[src/rtl/ttip_pkg.sv]
`timescale 1ns / 1ps
`default_nettype none

package ttip_pkg;

  localparam int RESULT_BITS_DEFAULT = 32;
  localparam int VALUE_W = 32;
  localparam int BASE_W = 6;
  localparam int DIGIT_W = 6;

  localparam int QUEUE_DEPTH = 2;
  localparam int QPTR_W = $clog2(QUEUE_DEPTH);
  localparam int QCNT_W = $clog2(QUEUE_DEPTH + 1);

  localparam logic [7:0] CHAR_SPACE = 8'h20;
  localparam logic [7:0] CHAR_MINUS = 8'h2D;
  localparam logic [7:0] CHAR_ZERO  = 8'h30;
  localparam logic [7:0] CHAR_NINE  = 8'h39;
  localparam logic [7:0] CHAR_UA    = 8'h41;
  localparam logic [7:0] CHAR_UB    = 8'h42;
  localparam logic [7:0] CHAR_UX    = 8'h58;
  localparam logic [7:0] CHAR_UZ    = 8'h5A;
  localparam logic [7:0] CHAR_LA    = 8'h61;
  localparam logic [7:0] CHAR_LB    = 8'h62;
  localparam logic [7:0] CHAR_LX    = 8'h78;
  localparam logic [7:0] CHAR_LZ    = 8'h7A;

  localparam logic [DIGIT_W-1:0] DIGIT_NONE = 6'd63;
  localparam logic [DIGIT_W-1:0] DIGIT_TEN  = 6'd10;

  localparam logic [BASE_W-1:0] BASE_AUTO = 6'd0;
  localparam logic [BASE_W-1:0] BASE_BIN  = 6'd2;
  localparam logic [BASE_W-1:0] BASE_OCT  = 6'd8;
  localparam logic [BASE_W-1:0] BASE_DEC  = 6'd10;
  localparam logic [BASE_W-1:0] BASE_HEX  = 6'd16;
  localparam logic [BASE_W-1:0] BASE_MAX  = 6'd36;

  // One character after classification, as it travels through the queue.
  typedef struct packed {
    logic               has_char;
    logic               last;
    logic               is_space;
    logic               is_minus;
    logic               is_zero;
    logic               is_b;
    logic               is_x;
    logic [DIGIT_W-1:0] digit;
  } item_t;

  function automatic logic [DIGIT_W-1:0] digit_of(logic [7:0] c);
    logic [DIGIT_W-1:0] d;
    d = DIGIT_NONE;
    if (c >= CHAR_ZERO && c <= CHAR_NINE) begin
      d = DIGIT_W'(c - CHAR_ZERO);
    end else if (c >= CHAR_LA && c <= CHAR_LZ) begin
      d = DIGIT_W'(c - CHAR_LA) + DIGIT_TEN;
    end else if (c >= CHAR_UA && c <= CHAR_UZ) begin
      d = DIGIT_W'(c - CHAR_UA) + DIGIT_TEN;
    end
    return d;
  endfunction

  function automatic logic prefix_base(logic [BASE_W-1:0] b);
    return (b == BASE_AUTO) || (b == BASE_BIN) || (b == BASE_OCT) || (b == BASE_HEX);
  endfunction

endpackage

`default_nettype wire

[src/rtl/ttip_front.sv]
`timescale 1ns / 1ps
`default_nettype none

module ttip_front (
  input  wire logic [7:0]     ch_i,
  input  wire logic           has_char_i,
  input  wire logic           last_i,
  output ttip_pkg::item_t     item_o
);

  always_comb begin
    item_o.has_char = has_char_i;
    item_o.last     = last_i;
    item_o.is_space = (ch_i == ttip_pkg::CHAR_SPACE);
    item_o.is_minus = (ch_i == ttip_pkg::CHAR_MINUS);
    item_o.is_zero  = (ch_i == ttip_pkg::CHAR_ZERO);
    item_o.is_b     = (ch_i == ttip_pkg::CHAR_LB) || (ch_i == ttip_pkg::CHAR_UB);
    item_o.is_x     = (ch_i == ttip_pkg::CHAR_LX) || (ch_i == ttip_pkg::CHAR_UX);
    item_o.digit    = ttip_pkg::digit_of(ch_i);
  end

endmodule

`default_nettype wire

[src/rtl/ttip_queue.sv]
`timescale 1ns / 1ps
`default_nettype none

module ttip_queue (
  input  wire logic            clk_i,
  input  wire logic            rst_ni,
  input  wire logic            push_i,
  input  wire ttip_pkg::item_t push_item_i,
  output logic                 not_full_o,
  input  wire logic            pop_i,
  output logic                 not_empty_o,
  output ttip_pkg::item_t      head_o
);

  ttip_pkg::item_t                 mem_q [ttip_pkg::QUEUE_DEPTH];
  logic [ttip_pkg::QPTR_W-1:0]     wr_ptr_q, wr_ptr_d;
  logic [ttip_pkg::QPTR_W-1:0]     rd_ptr_q, rd_ptr_d;
  logic [ttip_pkg::QCNT_W-1:0]     count_q, count_d;
  logic                            do_push, do_pop;

  assign not_full_o  = (count_q != ttip_pkg::QCNT_W'(ttip_pkg::QUEUE_DEPTH));
  assign not_empty_o = (count_q != '0);
  assign head_o      = mem_q[rd_ptr_q];
  assign do_push     = push_i && not_full_o;
  assign do_pop      = pop_i && not_empty_o;

  always_comb begin
    wr_ptr_d = do_push ? wr_ptr_q + 1'b1 : wr_ptr_q;
    rd_ptr_d = do_pop ? rd_ptr_q + 1'b1 : rd_ptr_q;
    count_d  = count_q;
    if (do_push && !do_pop) begin
      count_d = count_q + 1'b1;
    end else if (!do_push && do_pop) begin
      count_d = count_q - 1'b1;
    end
  end

  always_ff @(posedge clk_i or negedge rst_ni) begin
    if (!rst_ni) begin
      wr_ptr_q <= '0;
      rd_ptr_q <= '0;
      count_q  <= '0;
    end else begin
      wr_ptr_q <= wr_ptr_d;
      rd_ptr_q <= rd_ptr_d;
      count_q  <= count_d;
    end
  end

  always_ff @(posedge clk_i) begin
    if (do_push) begin
      mem_q[wr_ptr_q] <= push_item_i;
    end
  end

endmodule

`default_nettype wire

[src/rtl/ttip_back.sv]
`timescale 1ns / 1ps
`default_nettype none

module ttip_back #(
  parameter int RESULT_BITS = ttip_pkg::RESULT_BITS_DEFAULT
) (
  input  wire logic                          clk_i,
  input  wire logic                          rst_ni,
  input  wire logic                          cfg_we_i,
  input  wire logic [ttip_pkg::BASE_W-1:0]   cfg_wdata_i,
  input  wire logic                          item_valid_i,
  input  wire ttip_pkg::item_t               item_i,
  output logic                               item_pop_o,
  output logic                               out_valid_o,
  input  wire logic                          out_ready_i,
  output logic signed [ttip_pkg::VALUE_W-1:0] value_o,
  output logic                               error_flag_o
);

  localparam int MAG_W  = RESULT_BITS - 1;
  localparam int PROD_W = RESULT_BITS + ttip_pkg::BASE_W;
  localparam int VAL_W  = (RESULT_BITS > ttip_pkg::VALUE_W) ? RESULT_BITS : ttip_pkg::VALUE_W;
  localparam logic [PROD_W-1:0] LIMIT_P = PROD_W'({MAG_W{1'b1}});
  localparam logic [VAL_W-1:0]  LIMIT_V = VAL_W'({MAG_W{1'b1}});

  typedef enum logic [1:0] {
    PH_SKIP,
    PH_FIRST,
    PH_ZERO,
    PH_DIGITS
  } phase_e;

  phase_e                        phase_q, phase_d;
  logic                          neg_q, neg_d;
  logic [ttip_pkg::BASE_W-1:0]   abase_q, abase_d;
  logic [ttip_pkg::BASE_W-1:0]   base_q, base_d;
  logic [MAG_W-1:0]              mag_q, mag_d;
  logic                          err_q, err_d;
  logic                          ovf_q, ovf_d;
  logic                          stop_q, stop_d;
  logic                          out_valid_q, out_valid_d;
  logic [ttip_pkg::VALUE_W-1:0]  value_q, value_d;
  logic                          error_q, error_d;

  logic                          do_digit;
  logic [ttip_pkg::BASE_W-1:0]   b_use;
  logic [PROD_W-1:0]             prod;
  logic [VAL_W-1:0]              mag_ext;
  logic [VAL_W-1:0]              val_full;
  logic                          pop;

  // A string end needs a free output slot; other characters never wait on the output side.
  assign pop        = item_valid_i && (!item_i.last || !out_valid_q || out_ready_i);
  assign item_pop_o = pop;

  always_comb begin
    phase_d     = phase_q;
    neg_d       = neg_q;
    abase_d     = abase_q;
    mag_d       = mag_q;
    err_d       = err_q;
    ovf_d       = ovf_q;
    stop_d      = stop_q;
    base_d      = cfg_we_i ? cfg_wdata_i : base_q;
    out_valid_d = out_valid_q && !out_ready_i;
    value_d     = value_q;
    error_d     = error_q;
    do_digit    = 1'b0;
    b_use       = abase_q;
    prod        = '0;
    mag_ext     = '0;
    val_full    = '0;

    if (pop) begin
      if (item_i.has_char && !stop_q) begin
        case (phase_q)
          PH_SKIP, PH_FIRST: begin
            if (phase_q == PH_SKIP && item_i.is_space) begin
              phase_d = PH_SKIP;
            end else if (phase_q == PH_SKIP && item_i.is_minus) begin
              neg_d   = 1'b1;
              phase_d = PH_FIRST;
            end else if (item_i.is_zero && ttip_pkg::prefix_base(base_q)) begin
              abase_d = base_q;
              phase_d = PH_ZERO;
            end else begin
              abase_d  = (base_q == ttip_pkg::BASE_AUTO) ? ttip_pkg::BASE_DEC : base_q;
              b_use    = abase_d;
              do_digit = 1'b1;
              phase_d  = PH_DIGITS;
            end
          end
          PH_ZERO: begin
            phase_d = PH_DIGITS;
            if (item_i.is_b &&
                (abase_q == ttip_pkg::BASE_AUTO || abase_q == ttip_pkg::BASE_BIN)) begin
              abase_d = ttip_pkg::BASE_BIN;
            end else if (item_i.is_x &&
                         (abase_q == ttip_pkg::BASE_AUTO || abase_q == ttip_pkg::BASE_HEX)) begin
              abase_d = ttip_pkg::BASE_HEX;
            end else if (abase_q == ttip_pkg::BASE_AUTO || abase_q == ttip_pkg::BASE_OCT) begin
              abase_d  = ttip_pkg::BASE_OCT;
              b_use    = ttip_pkg::BASE_OCT;
              do_digit = 1'b1;
            end else begin
              // The held zero is a plain digit here and leaves the magnitude at zero.
              b_use    = abase_q;
              do_digit = 1'b1;
            end
          end
          PH_DIGITS: begin
            b_use    = abase_q;
            do_digit = 1'b1;
          end
          default: begin
            phase_d = PH_SKIP;
          end
        endcase
      end

      if (do_digit) begin
        prod  = PROD_W'(mag_q) * PROD_W'(b_use) + PROD_W'(item_i.digit);
        err_d = 1'b0;
        if (b_use < ttip_pkg::BASE_BIN || b_use > ttip_pkg::BASE_MAX ||
            item_i.digit >= b_use) begin
          err_d  = 1'b1;
          stop_d = 1'b1;
        end else if (prod > LIMIT_P) begin
          ovf_d  = 1'b1;
          err_d  = 1'b1;
          stop_d = 1'b1;
        end else begin
          mag_d = prod[MAG_W-1:0];
        end
      end

      if (item_i.last) begin
        mag_ext  = VAL_W'(mag_d);
        val_full = ovf_d ? LIMIT_V : (neg_d ? (~mag_ext + 1'b1) : mag_ext);
        value_d  = val_full[ttip_pkg::VALUE_W-1:0];
        // A lone leading zero at the end of the string is the digit zero.
        error_d  = (phase_d == PH_ZERO && !stop_d) ? 1'b0 : err_d;
        out_valid_d = 1'b1;
        phase_d  = PH_SKIP;
        neg_d    = 1'b0;
        abase_d  = '0;
        mag_d    = '0;
        err_d    = 1'b1;
        ovf_d    = 1'b0;
        stop_d   = 1'b0;
      end
    end
  end

  always_ff @(posedge clk_i or negedge rst_ni) begin
    if (!rst_ni) begin
      phase_q     <= PH_SKIP;
      neg_q       <= 1'b0;
      abase_q     <= '0;
      base_q      <= '0;
      mag_q       <= '0;
      err_q       <= 1'b1;
      ovf_q       <= 1'b0;
      stop_q      <= 1'b0;
      out_valid_q <= 1'b0;
      value_q     <= '0;
      error_q     <= 1'b0;
    end else begin
      phase_q     <= phase_d;
      neg_q       <= neg_d;
      abase_q     <= abase_d;
      base_q      <= base_d;
      mag_q       <= mag_d;
      err_q       <= err_d;
      ovf_q       <= ovf_d;
      stop_q      <= stop_d;
      out_valid_q <= out_valid_d;
      value_q     <= value_d;
      error_q     <= error_d;
    end
  end

  assign out_valid_o  = out_valid_q;
  assign value_o      = $signed(value_q);
  assign error_flag_o = error_q;

endmodule

`default_nettype wire

[src/rtl/text_to_integer_parser.sv]
// Path: a string end accepted into the queue is popped from its head by the back end,
// which registers the result and holds out_valid_o until out_ready_i takes it.
// Throughput: one character per cycle unless a string end waits on a stalled result; the back end
// does one multiply-add and limit compare per character, decoupled by a two-entry queue.
// Reset: rst_ni is asynchronous and active low; it empties the queue and output stage,
// returns the parser to skipping spaces and sets the base register to 0.
`timescale 1ns / 1ps
`default_nettype none

module text_to_integer_parser #(
  parameter int RESULT_BITS = ttip_pkg::RESULT_BITS_DEFAULT
) (
  input  wire logic                            clk_i,
  input  wire logic                            rst_ni,
  input  wire logic                            cfg_we_i,
  input  wire logic [ttip_pkg::BASE_W-1:0]     cfg_wdata_i,
  input  wire logic                            in_valid_i,
  output logic                                 in_ready_o,
  input  wire logic [7:0]                      ch_i,
  input  wire logic                            has_char_i,
  input  wire logic                            last_i,
  output logic                                 out_valid_o,
  input  wire logic                            out_ready_i,
  output logic signed [ttip_pkg::VALUE_W-1:0]  value_o,
  output logic                                 error_flag_o
);

  ttip_pkg::item_t front_item;
  ttip_pkg::item_t head_item;
  logic            q_valid;
  logic            q_pop;

  ttip_front u_front (
    .ch_i       (ch_i),
    .has_char_i (has_char_i),
    .last_i     (last_i),
    .item_o     (front_item)
  );

  ttip_queue u_queue (
    .clk_i       (clk_i),
    .rst_ni      (rst_ni),
    .push_i      (in_valid_i),
    .push_item_i (front_item),
    .not_full_o  (in_ready_o),
    .pop_i       (q_pop),
    .not_empty_o (q_valid),
    .head_o      (head_item)
  );

  ttip_back #(
    .RESULT_BITS (RESULT_BITS)
  ) u_back (
    .clk_i        (clk_i),
    .rst_ni       (rst_ni),
    .cfg_we_i     (cfg_we_i),
    .cfg_wdata_i  (cfg_wdata_i),
    .item_valid_i (q_valid),
    .item_i       (head_item),
    .item_pop_o   (q_pop),
    .out_valid_o  (out_valid_o),
    .out_ready_i  (out_ready_i),
    .value_o      (value_o),
    .error_flag_o (error_flag_o)
  );

  // A full queue must have something for the back end to take.
  a_full_not_empty: assert property (@(posedge clk_i) disable iff (!rst_ni)
    !in_ready_o |-> q_valid)
    else $error("queue reports full while empty");

  // Every accepted request is waiting in the queue on the next cycle.
  a_accept_reaches_queue: assert property (@(posedge clk_i) disable iff (!rst_ni)
    in_valid_i && in_ready_o |=> q_valid)
    else $error("accepted request missing from queue");

  // The back end never takes a string end while a waiting result is stalled.
  a_no_overwrite: assert property (@(posedge clk_i) disable iff (!rst_ni)
    out_valid_o && !out_ready_i && q_pop |-> !head_item.last)
    else $error("result overwritten before it was taken");

  a_reset_out_idle: assert property (@(posedge clk_i)
    $rose(rst_ni) |-> !out_valid_o)
    else $error("result valid right after reset");

endmodule

`default_nettype wire

[config.mk]
export PLATFORM = sky130hd
export DESIGN_NAME = text_to_integer_parser
export DESIGN_NICKNAME = d
export VERILOG_FILES = /design/src/rtl/ttip_pkg.sv /design/src/rtl/ttip_front.sv /design/src/rtl/ttip_queue.sv /design/src/rtl/ttip_back.sv /design/src/rtl/text_to_integer_parser.sv
export SDC_FILE = /design/constraint.sdc
export NUM_CORES = 1
export LEC_CHECK = 0
export BUFFER_PORTS_ARGS = -buffer_cell sky130_fd_sc_hd__buf_2
export CORE_ASPECT_RATIO = 0.75
export CORE_MARGIN = 1
export CORE_UTILIZATION = 49
export CTS_CLUSTER_DIAMETER = 150
export DETAILED_ROUTE_END_ITERATION = 8
export GPL_TIMING_DRIVEN = 0
export PLACE_DENSITY = 0.77
export SLEW_MARGIN = 20
export SYNTH_ARGS = -nofsm -noshare
export SYNTH_HDL_FRONTEND = slang
export SYNTH_SLANG_ARGS = --single-unit
[constraint.sdc]
create_clock -name clk_i -period 14.89 [get_ports clk_i]
set_clock_uncertainty 0.1 [all_clocks]
set_input_delay 0.7445 -clock clk_i [delete_from_list [all_inputs] [get_ports clk_i]]
set_output_delay 0.7445 -clock clk_i [all_outputs]
set_load 0.05 [all_outputs]
# Yosys cells after proc, flatten, opt, wreduce, memory -nomap -nowiden
# Memory sizes are Yosys's and may differ from the RTL's.
# Cells that the tools add are included.
[op_classes]
addsub = 11
multipliers = 1
magnitude_cmp = 10
eq_ne = 20
n_mux = 70
bitwise = 1
n_reduce_logical = 45
[op_table]
columns = ["op", "n"]
rows = [
  ["$mux 31", 5],
  ["$mux 6", 19],
  ["$mux 32", 2],
  ["$add 37x6->38", 1],
  ["$gt 38x31->1 const B", 1],
  ["$mul 31x6->37", 1],
  ["$mux 1", 33],
  ["$add 32x1->32 const B", 1],
  ["$eq 8x7->1 const B", 4],
  ["$not 31->32", 1],
  ["$eq 8x6->1 const B", 3],
  ["$pmux 6 s3", 1],
  ["$ge 8x7->1 const B", 2],
  ["$le 8x7->1 const B", 2],
  ["$logic_and 1x1->1", 16],
  ["$mux 2", 7],
  ["$add 6x4->6 const B", 2],
  ["$eq 6x2->1 const B", 2],
  ["$eq 6x4->1 const B", 2],
  ["$eq 6x5->1 const B", 2],
  ["$logic_not 6->1", 2],
  ["$logic_or 1x1->1", 12],
  ["$pmux 6 s2", 1],
  ["$sub 6x6->6 const B", 2],
  ["22 further kinds", 34],
]
[word_totals]
register_bits = 87
ramBits = 26
memories = 1
[mem_list]
columns = ["memory", "words", "width", "read_ports", "rd_ports_with_merged_regs", "write_ports", "line_no", "source"]
rows = [
  ["u_queue.mem_q", 2, 13, 1, 0, 1, "ttip_queue.sv:15", "ttip_pkg::item_t mem_q [ttip_pkg::QUEUE_DEPTH];"],
]

# Depth between registers and ports, before layout
# Gate-level depths: netlist of run 1.
[logic_depth]
word_depth = 22
mapped_depth = 41
depth_no_buf = 34

# Cells and area by module
# A second synthesis of run 1 with hierarchy kept.
[hier_totals]
cells_unflattened = 1567
hier_area_um2 = 13947.1
[modules_own_cells]
columns = ["mod", "instances", "cells_per_inst", "area_per_inst_um2", "seq_area_each_um2"]
rows = [
  ["ttip_back", 1, 1436, 12306.8, 2078.2],
  ["ttip_queue", 1, 58, 1144.8, 880.8],
  ["ttip_front", 1, 73, 495.5, 0.0],
]

# Worst setup path before layout of run 1
# No wires, ideal clock.
[synth_path]
path_kind = "register to register"
startpoint = "reg u_back.base_q[0] (netlist name)"
endpoint = "reg u_back.value_q, in the netlist u_back.value_o[28]"
t_arrival_ps = 9102
required_time_ps = 14663
slack_ps = 5560
stages_incl_launch_ff = 38
path_buffers = 5
synth_period_minus_slack_ps = 9330
path_cell_list = "dfrtp_1 > or3_1 > clkbuf_1 > o32a_1 > nand2_2 > mux2i_1 > clkbuf_1 > nand2b_1 > fa_1 > fa_1 > inv_1 > fa_1 > inv_1 > fa_1 > inv_1 > ha_1 > a21oi_1 > o21ai_2 > (+2 left out) > or4_1 > a31oi_1 > nand4_1 > buf_2 > nor3_2 > buf_6 > buf_4 > mux2i_1 > ha_1 > and3_1 > nor2b_1 > nand4_1 > nor3_1 > nand3_1 > or2_2 > mux2i_1 > o211a_1 > nor3_1"
[synth_via]
elab_chain_cells = 22
elab_cells_between_ends = 41
[synth_rtl]
columns = ["item", "line_no", "source"]
rows = [
  ["from (decl)", "ttip_back.sv:36", "logic [ttip_pkg::BASE_W-1:0] base_q, base_d;"],
  ["from (signal assigned)", "ttip_back.sv:172", "base_q <= base_d;"],
  ["$eq 6x2->1 or $logic_not 6->1 (tied branches)", "ttip_pkg.sv:64, ttip_back.sv:87", ""],
  ["$logic_or 1x1->1 (3 in a row)", "ttip_pkg.sv:64", "return (b == BASE_AUTO) || (b == BASE_BIN) || (b == BASE_OCT) || (b == BASE_HEX);"],
  ["$logic_and 1x1->1", "ttip_back.sv:83", "end else if (item_i.is_zero && ttip_pkg::prefix_base(base_q)) begin"],
  ["$mux 6", "ttip_back.sv:83", ""],
  ["$mux 6", "ttip_back.sv:80", "end else if (phase_q == PH_SKIP && item_i.is_minus) begin"],
  ["$mux 6", "ttip_back.sv:78", "if (phase_q == PH_SKIP && item_i.is_space) begin"],
  ["$pmux 6 s3", "ttip_back.sv:76", "case (phase_q)"],
  ["$mux 6", "ttip_back.sv:75", "if (item_i.has_char && !stop_q) begin"],
  ["(+4 left out)", "n/a", ""],
  ["$mux 31", "ttip_back.sv:128", "end else if (prod > LIMIT_P) begin"],
  ["$mux 31", "ttip_back.sv:124", "if (b_use < ttip_pkg::BASE_BIN || b_use > ttip_pkg::BASE_MAX ||"],
  ["$mux 31", "ttip_back.sv:121", "if (do_digit) begin"],
  ["$mux 31", "ttip_back.sv:74", "if (pop) begin"],
  ["$not 31->32", "ttip_back.sv:139", "val_full = ovf_d ? LIMIT_V : (neg_d ? (~mag_ext + 1'b1) : mag_ext);"],
  ["$add 32x1->32", "ttip_back.sv:139", ""],
  ["$mux 32", "ttip_back.sv:139", ""],
  ["$mux 32 (*)", "ttip_back.sv:139", ""],
  ["to (signal assigned)", "ttip_back.sv:178", "value_q <= value_d;"],
  ["to (decl)", "ttip_back.sv:42", "logic [ttip_pkg::VALUE_W-1:0] value_q, value_d;"],
]
# Every way passes the cells marked *; elsewhere a longest branch is shown, timed or not. The select of a mux whose other input is x is not followed.
# A chain may end at the register's enable or synchronous reset.

# Worst setup path after layout of run 1
[layout_path]
startpoint = "reg u_queue.rd_ptr_q"
endpoint = "reg u_back.value_q, in the netlist u_back.value_o[28]"
[layout_via]
elab_chain_cells = 19
elab_cells_between_ends = 53
[layout_rtl]
columns = ["item", "line_no", "source"]
rows = [
  ["from (decl)", "ttip_queue.sv:17", "logic [ttip_pkg::QPTR_W-1:0] rd_ptr_q, rd_ptr_d;"],
  ["from (signal assigned)", "ttip_queue.sv:45", "rd_ptr_q <= rd_ptr_d;"],
  ["$mem_v2 2x13 (*)", "n/a", ""],
  ["$logic_and 1x1->1", "ttip_back.sv:83", ""],
  ["$mux 6", "ttip_back.sv:83", ""],
  ["$mux 6", "ttip_back.sv:80", ""],
  ["$mux 6", "ttip_back.sv:78", ""],
  ["$pmux 6 s3", "ttip_back.sv:76", ""],
  ["$mux 6", "ttip_back.sv:75", ""],
  ["$mux 6", "ttip_back.sv:74", ""],
  ["(+2 left out)", "n/a", ""],
  ["$gt 38x31->1", "ttip_back.sv:128", ""],
  ["$mux 31", "ttip_back.sv:128", ""],
  ["$mux 31", "ttip_back.sv:124", ""],
  ["$mux 31", "ttip_back.sv:121", ""],
  ["$mux 31", "ttip_back.sv:74", ""],
  ["$not 31->32", "ttip_back.sv:139", ""],
  ["$add 32x1->32", "ttip_back.sv:139", ""],
  ["$mux 32 (2 in a row)", "ttip_back.sv:139", ""],
]
# Marks and branches as above.

==> results of run 1 <==
==> layout make-up <==
class,instances,share of cell area
inverters,55,0.0136
well taps,378,0.0311
clock inverters,15,0.00954
multi-input cells,1296,0.678
flip-flops and latches,113,0.195
plain buffers,96,0.0256
clock buffers,17,0.0280
repair buffers,54,0.0194
==> logic make-up (layout without fill, tap and decap cells) <==
kind of cell / count (synthesis) / in the layout / share of synthesized area
AOI/OAI and AO/OA: 341 / 341 / 0.163
xor gates and xnor gates: 56 / 56 / 0.0354
adders and majority gates: 223 / 223 / 0.266
buffers and inverters: 151 / 237 / 0.0430
muxes: 50 / 50 / 0.0377
DFF: 113 / 113 / 0.214
and+or+nand+nor: 626 / 626 / 0.241
==> state kept, by name, summed over array words and instances, names as in the netlist, 2 cells and up <==
| signal | flops |
|---|---|
| u_back.value_o | 32 |
| u_back.phase_q | 2 |
| u_queue.mem_q | 26 |
| u_back.base_q | 6 |
| u_back.mag_q | 31 |
| u_back.abase_q | 6 |
| u_queue.count_q | 2 |
==> critical path: cells and delay by family, from the launching register on <==
kind,cells,cell delay (ps)
adder cells (fa/ha/maj),6,2750
multiplexers,4,1570
flip-flops,1,360
buffers and inverters,8,1760
AO/OA/AOI/OAI,5,1560
AND/OR/NAND/NOR,14,3830
==> cell usage after synthesis, types with 20 or more instances <==
cell type    n
nor2_1     128
fa_1       120
nand2_1    111
ha_1       102
o21ai_0    100
and2_1      94
nor2b_1     93
a21oi_1     90
dfrtp_1     86
clkbuf_1    82
inv_1       53
nor3_1      44
mux2i_1     38
xnor2_1     29
xor2_1      27
edfxtp_1    26
nand2b_1    20
nor4_1      20
==> worst paths after layout <==
| check | end | slack [ps] | cells past startpoint |
|---|---|---|---|
| worst max-delay path | u_back.value_o[28]$_DFFE_PN0P_ | 2850 | 37 |
| worst min-delay path | u_back.base_q[0]$_DFFE_PN0P_ | 160 | 1 |
| worst max register to register | u_back.value_o[28]$_DFFE_PN0P_ | 2850 | 37 |
| worst min register to register | u_back.err_q$_DFFE_PN1P_ | 400 | 2 |
| max in group asynchronous | u_back.value_o[11]$_DFFE_PN0P_ | 13900 | 2 |
| min in group clk_i | u_queue.mem_q[1][11]$_DFFE_PP_ | 400 | 1 |
==> metrics by stage <==
step           cell area, sq um  setup slack [ps]
2_1_floorplan             13900              5560
3_3_place_gp              14600              3350
3_5_place_dp              14600              3150
4_1_cts                   15200              3100
5_1_grt                   15200              2310
6_report                  15200              2850
==> power by group through the flow <==
stage	clock network [uW]	registers, uW	logic [uW]
floorplan	0	633	1030
CTS	402	486	1680
detailed placement	0	488	1660
global placement	0	484	1640
global route	413	499	1850
finish	400	489	1730
==> per-layer routing <==
| metal | up-vias | GRT usage | share of wire |
|---|---|---|---|
| met4 | 0 | 0.0730 | 0.020 |
| met1 | 6031 | 0.439 | 0.46 |
| li1 | 5649 | - | - |
| met3 | 66 | 0.0894 | 0.12 |
| met5 | - | 0 | 0 |
| met2 | 645 | 0.419 | 0.41 |
==> summary.txt, run 1 <==
Run status
  – Status: complete, no violations

Place
  – DP Cell Count: 1992
  – I/O Buffers: 53
  – Hpwl dp: 33400 um
  – RePlAce Congestion: 0.947

Floorplan
  – Height of the die: 148 um
  – Core Area: 27400 sq um
  – Full die area: 29000 sq um
  – Starting Density: 0.506
  – Ports: 56
  – FP Rows: 52
  – Die Wd: 196 um

Yosys
  – Yosys Warn Count: 0
  – Sequential-to-total area share from yosys stat: 0.214
  – Post-synthesis average cell area: 8.88 sq um
  – Post-synth EDFFs: 26
  – FF+latch count, synth: 113
  – Yosys top cell area share: 0.173
  – FFs w/ async S/R, synth: 0.770
  – Netlist cell types: 88
  – Synth area leader: fa_1
  – Synthesized Nets: 1803
  – Ranking of synthesized cells by area: fa_1 17%, dfrtp_1 16%, ha_1 9.2%
  – Top FF cell, synth: dfrtp_1
  – Cells after Synth: 1560
  – Synthesized area: 13900 sq um

Cells and area
  – Footprint of the multi-input gates: 10300 sq um
  – Ant. Diodes: 0
  – Final core occ: 0.555
  – Most frequent cells in the layout: 127 x nor2_1, 120 x fa_1, 111 x nand2_1
  – Most common cell after layout, fill and taps aside: nor2_1
  – Non-filler cells, final: 2024
  – Share of cells above drive strength 1: 0.0851
  – Final nets: 1876
  – Syn-to-layout area delta: 9.72%
  – Filler cells: 2456
  – Register area: 2960 sq um

Global route
  – Total GRT Usage: 0.296
  – Pin count of the biggest net entering global routing: 58
  – Initial antenna violation count: 0
  – Global-route wire length before repair: 65900 um
  – Total grt overflow: 0
  – Vias in the first global route: 11800

Worst setup path
  – Worst-path maximum fanout: 10
  – Startpoint types: flop
  – Cell mode on critical path: fa_1
  – Launch point of the worst reg-to-reg path: u_queue.rd_ptr_q$_DFFE_PN0P_
  – Critical Path Start: u_queue.rd_ptr_q$_DFFE_PN0P_
  – Critical path required time: 15130 ps
  – Worst Path Class, Setup: reg2reg
  – Endpoint type of the worst setup path: flop
  – WP data arrival: 12290 ps
  – CP max-delay cell: clkbuf_1
  – CP max stage delay: 660 ps

Clock tree
  – Worst-path clk slew: 60 ps
  – Hold-fix buffers at CTS: 0
  – # clock sinks: 113
  – Clk Latency, worst-skew pair: 440 ps
  – CTS Root Buffer Type: clkbuf_16
  – Clock Tree Buf Depth: 2
  – H-tree levels: 4
  – Post-CTS Resized: 0
  – Postcts setup bufs: 0
  – CTS tree: built
  – TritonCTS buffer count: 17

Power and ir drop
  – Internal Power: 1180 uW
  – Total power: 2620 uW
  – PwrDens: 172 nW/um^2
  – Sw frac: 0.550
  – Switching Power: 1440 uW
  – Comb power frac: 0.660
  – Largest vdd supply drop: 0.195 mV
  – Clock share of power: 0.153
  – Leakage power: 0.00707 uW
  – Sequential Power Share: 0.187

Route
  – DR pass1 iterations: 6
  – Routed wire length: 42000 um
  – # DRC: 0
  – Vias: 12400
  – Drt wl/cell: 20.8 um
  – Vias per inst: 6.12
  – 1st-iter DRT viols: 1364
  – DRT antenna net count: 0

STA
  – Fmax: 83.0 MHz
  – Setup TNS: 0 ps
  – Final Max Slew Viols: 0
  – Slew margin rel.: 0.285
  – Post-route minimum period: 12040 ps
  – RSZ-0062 raised after global routing: no
  – Final setup fails: 0
  – Tcrit/Tclk final: 0.809
  – Fin Hold WS: 157 ps
  – Final hold vios: 0
  – Worst-Margin Slew: 1070 ps

Min path
  – Worst Hold Class: in2async

Run
  – MaxCap Viol Count: 0
Note: power is estimated with default switching activity, not from simulation.
==> run 2, diff against run 1 <==
- clock period: 14.89 -> 11.1 ns (I/O delays scaled with it)
==> summary.txt, run 2 (synthesis gave the netlist of run 1 again) <==
Run status
  – Status: complete, no violations

Min path
  – Worst Hold Class: in2reg

Cells and area
  – Max reg flops: 32 (unchanged)
  – Final core occ: 0.561 (+0.00576)
  – Post-route cell area: 15400 sq um (+1.0%)
  – Ant. Diodes: 0 (unchanged)
  – Share of cells above drive strength 1: 0.101 (+0.0163)
  – Most frequent cells in the layout: 126 x nor2_1, 120 x fa_1, 110 x nand2_1
  – Final nets: 1878 (+0.11%)
  – Most common cell after layout, fill and taps aside: nor2_1
  – Syn-to-layout area delta: 10.9%

STA
  – Post-route minimum period: 10760 ps (-1290 ps)
  – Final WS setup: 342 ps (-2500 ps)
  – Final hold vios: 0 (unchanged)
  – Final Max Slew Viols: 0 (unchanged)
  – Fin Hold WS: 210 ps (+53.1 ps)
  – Worst-Margin Slew: 1050 ps (-19.9 ps)
  – Tcrit/Tclk final: 0.969 (+0.160)
  – Final setup fails: 0 (unchanged)
  – RSZ-0062 raised after global routing: no
  – Fmax: 93.0 MHz (+12%)
  – Slew margin rel.: 0.299 (+0.0133)

Clock tree
  – H-tree levels: 4 (unchanged)
  – Clk Latency, worst-skew pair: 430 ps (about the same)
  – TritonCTS buffer count: 17 (unchanged)
  – CTS tree: built
  – # clock sinks: 113 (unchanged)
  – Clock Tree Buf Depth: 2 (unchanged)
  – CTS Root Buffer Type: clkbuf_16
  – Worst-path clk slew: 60 ps (about the same)

Floorplan
  – Core Area: 27400 sq um (unchanged)
  – Height of the die: 148 um (unchanged)
  – Full die area: 29000 sq um (unchanged)
  – Ports: 56 (unchanged)
  – FP Rows: 52 (unchanged)
  – Die Wd: 196 um (unchanged)
  – Starting Density: 0.506 (unchanged)

Global route
  – Pin count of the biggest net entering global routing: 58 (unchanged)
  – Total grt overflow: 0 (unchanged)
  – Initial antenna violation count: 0 (unchanged)
  – Global-route wire length before repair: 66000 um (+0.19%)
  – Total GRT Usage: 0.297 (+0.000532)
  – Vias in the first global route: 11900 (+0.14%)

Place
  – I/O Buffers: 53 (unchanged)
  – RePlAce Congestion: 0.947 (unchanged)
  – Hpwl dp: 33400 um (unchanged)
  – Placed cell area: 14600 sq um (unchanged)
  – Pre-CTS WS: -636 ps (-3790 ps)

Route
  – Vias: 12500 (+0.73%)
  – # DRC: 0 (unchanged)
  – Vias per inst: 6.16 (+0.63%)
  – Drt wl/cell: 20.9 um (+0.55%)
  – DRT antenna net count: 0 (unchanged)
  – Routed wire length: 42300 um (+0.65%)
  – 1st-iter DRT viols: 1539 (+13%)
  – DR pass1 iterations: 6 (unchanged)

Power and ir drop
  – PwrDens: 233 nW/um^2 (+36%)
  – Leakage power: 0.00712 uW (+0.65%)
  – Total power: 3580 uW (+37%)
  – Largest vdd supply drop: 0.262 mV (+34%)

Worst setup path
  – WP data arrival: 11000 ps (-1290 ps)
  – CP max stage delay: 550 ps (-110 ps)
  – Startpoint types: flop
  – CP max-delay cell: or4_1
  – Worst Path Class, Setup: reg2reg
  – Worst-path maximum fanout: 10 (unchanged)
  – Endpoint type of the worst setup path: flop
  – Critical path required time: 11340 ps (-3790 ps)

Run
  – MaxCap Viol Count: 0 (unchanged)
-- run 2: timing repair --
item / 4_1_cts / 5_1_grt
resized for setup: 11 / 32
endpoints found under the setup margin: 9 / 9
pin swaps: 0 / 2
endpoints found under the hold margin: 29 / 0
setup buffers: 0 / 2
hold buffers: 1 / 0
-- run 2: final cells by class --
class,count,area [sq um]
clock buffer,17,425
sequential,113,2960
buffer,95,404
timing repair buffer,57,320
multi-input combinational,1296,10400
fill,2442,12000
inverter,55,206
clock inverter,15,145
tap,378,473
-- run 2: metal layers --
| layer | routed length [um] | track usage |
|---|---|---|
| met1 | 19200 | 0.440 |
| met2 | 17200 | 0.418 |
| met3 | 5010 | 0.0888 |
| met4 | 909 | 0.0766 |
| met5 | 0 | 0 |
-- run 2: through the flow --
step | setup TNS [ps] | instances
global placement | -1530 | 1991
floorplan | 0 | 1560
CTS | 0 | 2025
finish | 0 | 2026
global route | 0 | 2026
detailed placement | -3080 | 1992
-- run 2: report_power, final --
group / switching (uW) / total [uW] / internal, uW / leakage (uW)
sequential: 101 / 659 / 558 / 0.00135
clock: 222 / 536 / 314 / 0.000278
combinational: 1640 / 2390 / 750 / 0.00549
-- run 2: final timing paths --
| path | endpoint | cells after the start | startpoint | slack [ps] |
|---|---|---|---|---|
| max reg2reg | u_back.value_o[28]$_DFFE_PN0P_ | 35 | u_back.base_q[0]$_DFFE_PN0P_ | 340 |
| max in group asynchronous | u_queue.count_q[1]$_DFFE_PN0P_ | 3 | rst_ni | 9750 |
| max | u_back.value_o[28]$_DFFE_PN0P_ | 35 | u_back.base_q[0]$_DFFE_PN0P_ | 340 |
| min in group asynchronous | u_back.abase_q[4]$_DFFE_PN0P_ | 2 | rst_ni | 510 |
| min | u_queue.mem_q[1][11]$_DFFE_PP_ | 1 | last_i | 210 |
| min reg2reg | u_back.err_q$_DFFE_PN1P_ | 2 | u_back.err_q$_DFFE_PN1P_ | 400 |
-- run 2: worst max-delay path: cells and delay by family (launching register included) --
family | cells | cell delay [ps]
mux | 3 | 970
fa+ha+maj | 6 | 2460
compound gates | 3 | 930
flops | 1 | 420
buf+inv | 6 | 1480
simple gates | 17 | 4280
==> run 3, diff against run 2 <==
- clock period: 11.1 -> 12 ns (I/O delays scaled with it)
==> summary.txt, run 3 (synthesis gave the netlist of run 1 again) <==
Global route
  – Vias in the first global route: 11800 (-0.14%)
  – Total GRT Usage: 0.296 (-0.000532)
  – Initial antenna violation count: 0 (unchanged)
  – Total grt overflow: 0 (unchanged)
  – Global-route wire length before repair: 65900 um (-0.19%)
  – Pin count of the biggest net entering global routing: 58 (unchanged)

STA
  – Final Max Slew Viols: 0 (unchanged)
  – Post-route minimum period: 11440 ps (+684 ps)
  – Slew margin rel.: 0.277 (-0.0216)
  – Setup TNS: 0 ps (unchanged)
  – Final hold vios: 0 (unchanged)
  – Fin Hold WS: 10.8 ps (-199 ps)
  – Worst-Margin Slew: 1080 ps (+32.4 ps)
  – Final setup fails: 0 (unchanged)
  – Tcrit/Tclk final: 0.953 (-0.0157)
  – RSZ-0062 raised after global routing: no
  – Fmax: 87.4 MHz (-6.0%)

Worst setup path
  – CP max-delay cell: or4_1
  – Critical path required time: 12240 ps (+900 ps)
  – Startpoint types: flop
  – Worst-path maximum fanout: 10 (unchanged)
  – Worst R2R Path Depth: 37 (+5.7%)
  – WP data arrival: 11680 ps (+680 ps)
  – R2r endpoint: u_back.value_o[28]$_DFFE_PN0P_
  – Flop2flop setup slack: 560 ps (+220 ps)
  – Endpoint type of the worst setup path: flop
  – CP max stage delay: 590 ps (+40 ps)
  – Worst Path Class, Setup: reg2reg
  – Launch point of the worst reg-to-reg path: u_queue.rd_ptr_q$_DFFE_PN0P_
  – Cell mode on critical path: fa_1

Run status
  – Status: complete, no violations

Route
  – DRT antenna net count: 0 (unchanged)
  – Routed wire length: 42100 um (-0.35%)
  – # DRC: 0 (unchanged)
  – 1st-iter DRT viols: 1498 (-2.7%)
  – Vias: 12400 (-0.72%)
  – Vias per inst: 6.13 (-0.57%)
  – Drt wl/cell: 20.8 um (-0.21%)
  – DR pass1 iterations: 5 (-1)

Place
  – Placed cell area: 14600 sq um (unchanged)
  – RePlAce Congestion: 0.947 (unchanged)
  – Hpwl dp: 33400 um (unchanged)
  – I/O Buffers: 53 (unchanged)

Clock tree
  – H-tree levels: 4 (unchanged)
  – Clock Tree Buf Depth: 2 (unchanged)
  – Clk Latency, worst-skew pair: 440 ps (about the same)
  – Postcts setup bufs: 0 (unchanged)
  – Worst-path clk slew: 60 ps (about the same)
  – # clock sinks: 113 (unchanged)
  – CTS Root Buffer Type: clkbuf_16
  – TritonCTS buffer count: 17 (unchanged)
  – CTS tree: built

Cells and area
  – Share of cells above drive strength 1: 0.0888 (-0.0126)
  – Most common cell after layout, fill and taps aside: nor2_1
  – Most frequent cells in the layout: 127 x nor2_1, 120 x fa_1, 111 x nand2_1
  – Final nets: 1875 (-0.16%)
  – Ant. Diodes: 0 (unchanged)
  – Max reg flops: 32 (unchanged)
  – Post-route cell area: 15200 sq um (-0.95%)
  – Syn-to-layout area delta: 9.80%

Power and ir drop
  – Largest vdd supply drop: 0.242 mV (-7.9%)
  – PwrDens: 214 nW/um^2 (-8.2%)
  – Leakage power: 0.00708 uW (-0.55%)

Floorplan
  – FP Rows: 52 (unchanged)
  – Die Wd: 196 um (unchanged)
  – Ports: 56 (unchanged)
  – Height of the die: 148 um (unchanged)
  – Starting Density: 0.506 (unchanged)
  – Full die area: 29000 sq um (unchanged)
  – Core Area: 27400 sq um (unchanged)

Min path
  – Worst Hold Class: in2async

Run
  – MaxCap Viol Count: 0 (unchanged)
[run 3: cell types whose count changed in the layout (fill, tap and decap cells not counted), sizes merged]
cell         delta
buf             -2
dlygate4sd3     -1
[run 3: worst max-delay path, delay by kind of cell (launching register included)]
kind | cells | cell delay, ps
AO/OA/AOI/OAI | 5 | 1580
adder cells (fa/ha/maj) | 6 | 2750
buffers and inverters | 8 | 1530
flip-flops | 1 | 360
multiplexers | 4 | 1440
AND/OR/NAND/NOR | 14 | 3590
[run 3: layout make-up]
type	instances	area [sq um]
Timing Repair Buffer	54	295
Multi-Input combinational cell	1296	10300
Buffer	95	389
Inverter	55	206
Clock buffer	17	425
Clock inverter	15	145
Sequential cell	113	2960
Tap cell	378	473
Fill cell	2458	12200
[run 3: how the worst max path moves through the flow]
stage / endpoint / slack [ps] / depth (start not counted) / startpoint
2_1_floorplan: u_back.value_o[28]$_DFFE_PN0P_ / 2670 / 37 / u_back.base_q[0]$_DFFE_PN0P_
3_3_place_gp: u_back.value_o[28]$_DFFE_PN0P_ / 460 / 37 / u_back.base_q[0]$_DFFE_PN0P_
3_5_place_dp: u_back.value_o[28]$_DFFE_PN0P_ / 260 / 37 / u_queue.rd_ptr_q$_DFFE_PN0P_
4_1_cts: u_back.value_o[28]$_DFFE_PN0P_ / 210 / 37 / u_queue.rd_ptr_q$_DFFE_PN0P_
5_1_grt: u_back.value_o[28]$_DFFE_PN0P_ / 60 / 38 / u_back.base_q[0]$_DFFE_PN0P_
6_report: u_back.value_o[28]$_DFFE_PN0P_ / 560 / 37 / u_queue.rd_ptr_q$_DFFE_PN0P_
[run 3: stage by stage]
step / power, uW / setup slack [ps] / utilization / cells
global route: 3430 / 56.5 / 0.556 / 2023
CTS: 3190 / 210 / 0.555 / 2024
floorplan: 2060 / 2670 / - / 1560
global placement: 2630 / 456 / 0.533 / 1991
finish: 3260 / 558 / 0.556 / 2023
detailed placement: 2670 / 264 / 0.534 / 1992
[run 3: report_power, final]
group | internal (uW) | leakage [uW] | switching (uW)
logic | 661 | 0.00545 | 1490
clock network | 290 | 0.000278 | 207
registers | 516 | 0.00135 | 90.7
[run 3: timing repair]
action / CTS / global route
resized for setup: 0 / 9
setup endpoints to repair: 0 / 8
hold buffers: 0 / 0
[run 3: routing by layer]
layer | GRT usage | up-vias | wire, um
li1 | - | 5641 | -
met2 | 0.419 | 652 | 17000
met5 | 0 | - | 0
met1 | 0.439 | 6029 | 19300
met3 | 0.0894 | 69 | 5030
met4 | 0.0730 | 0 | 834
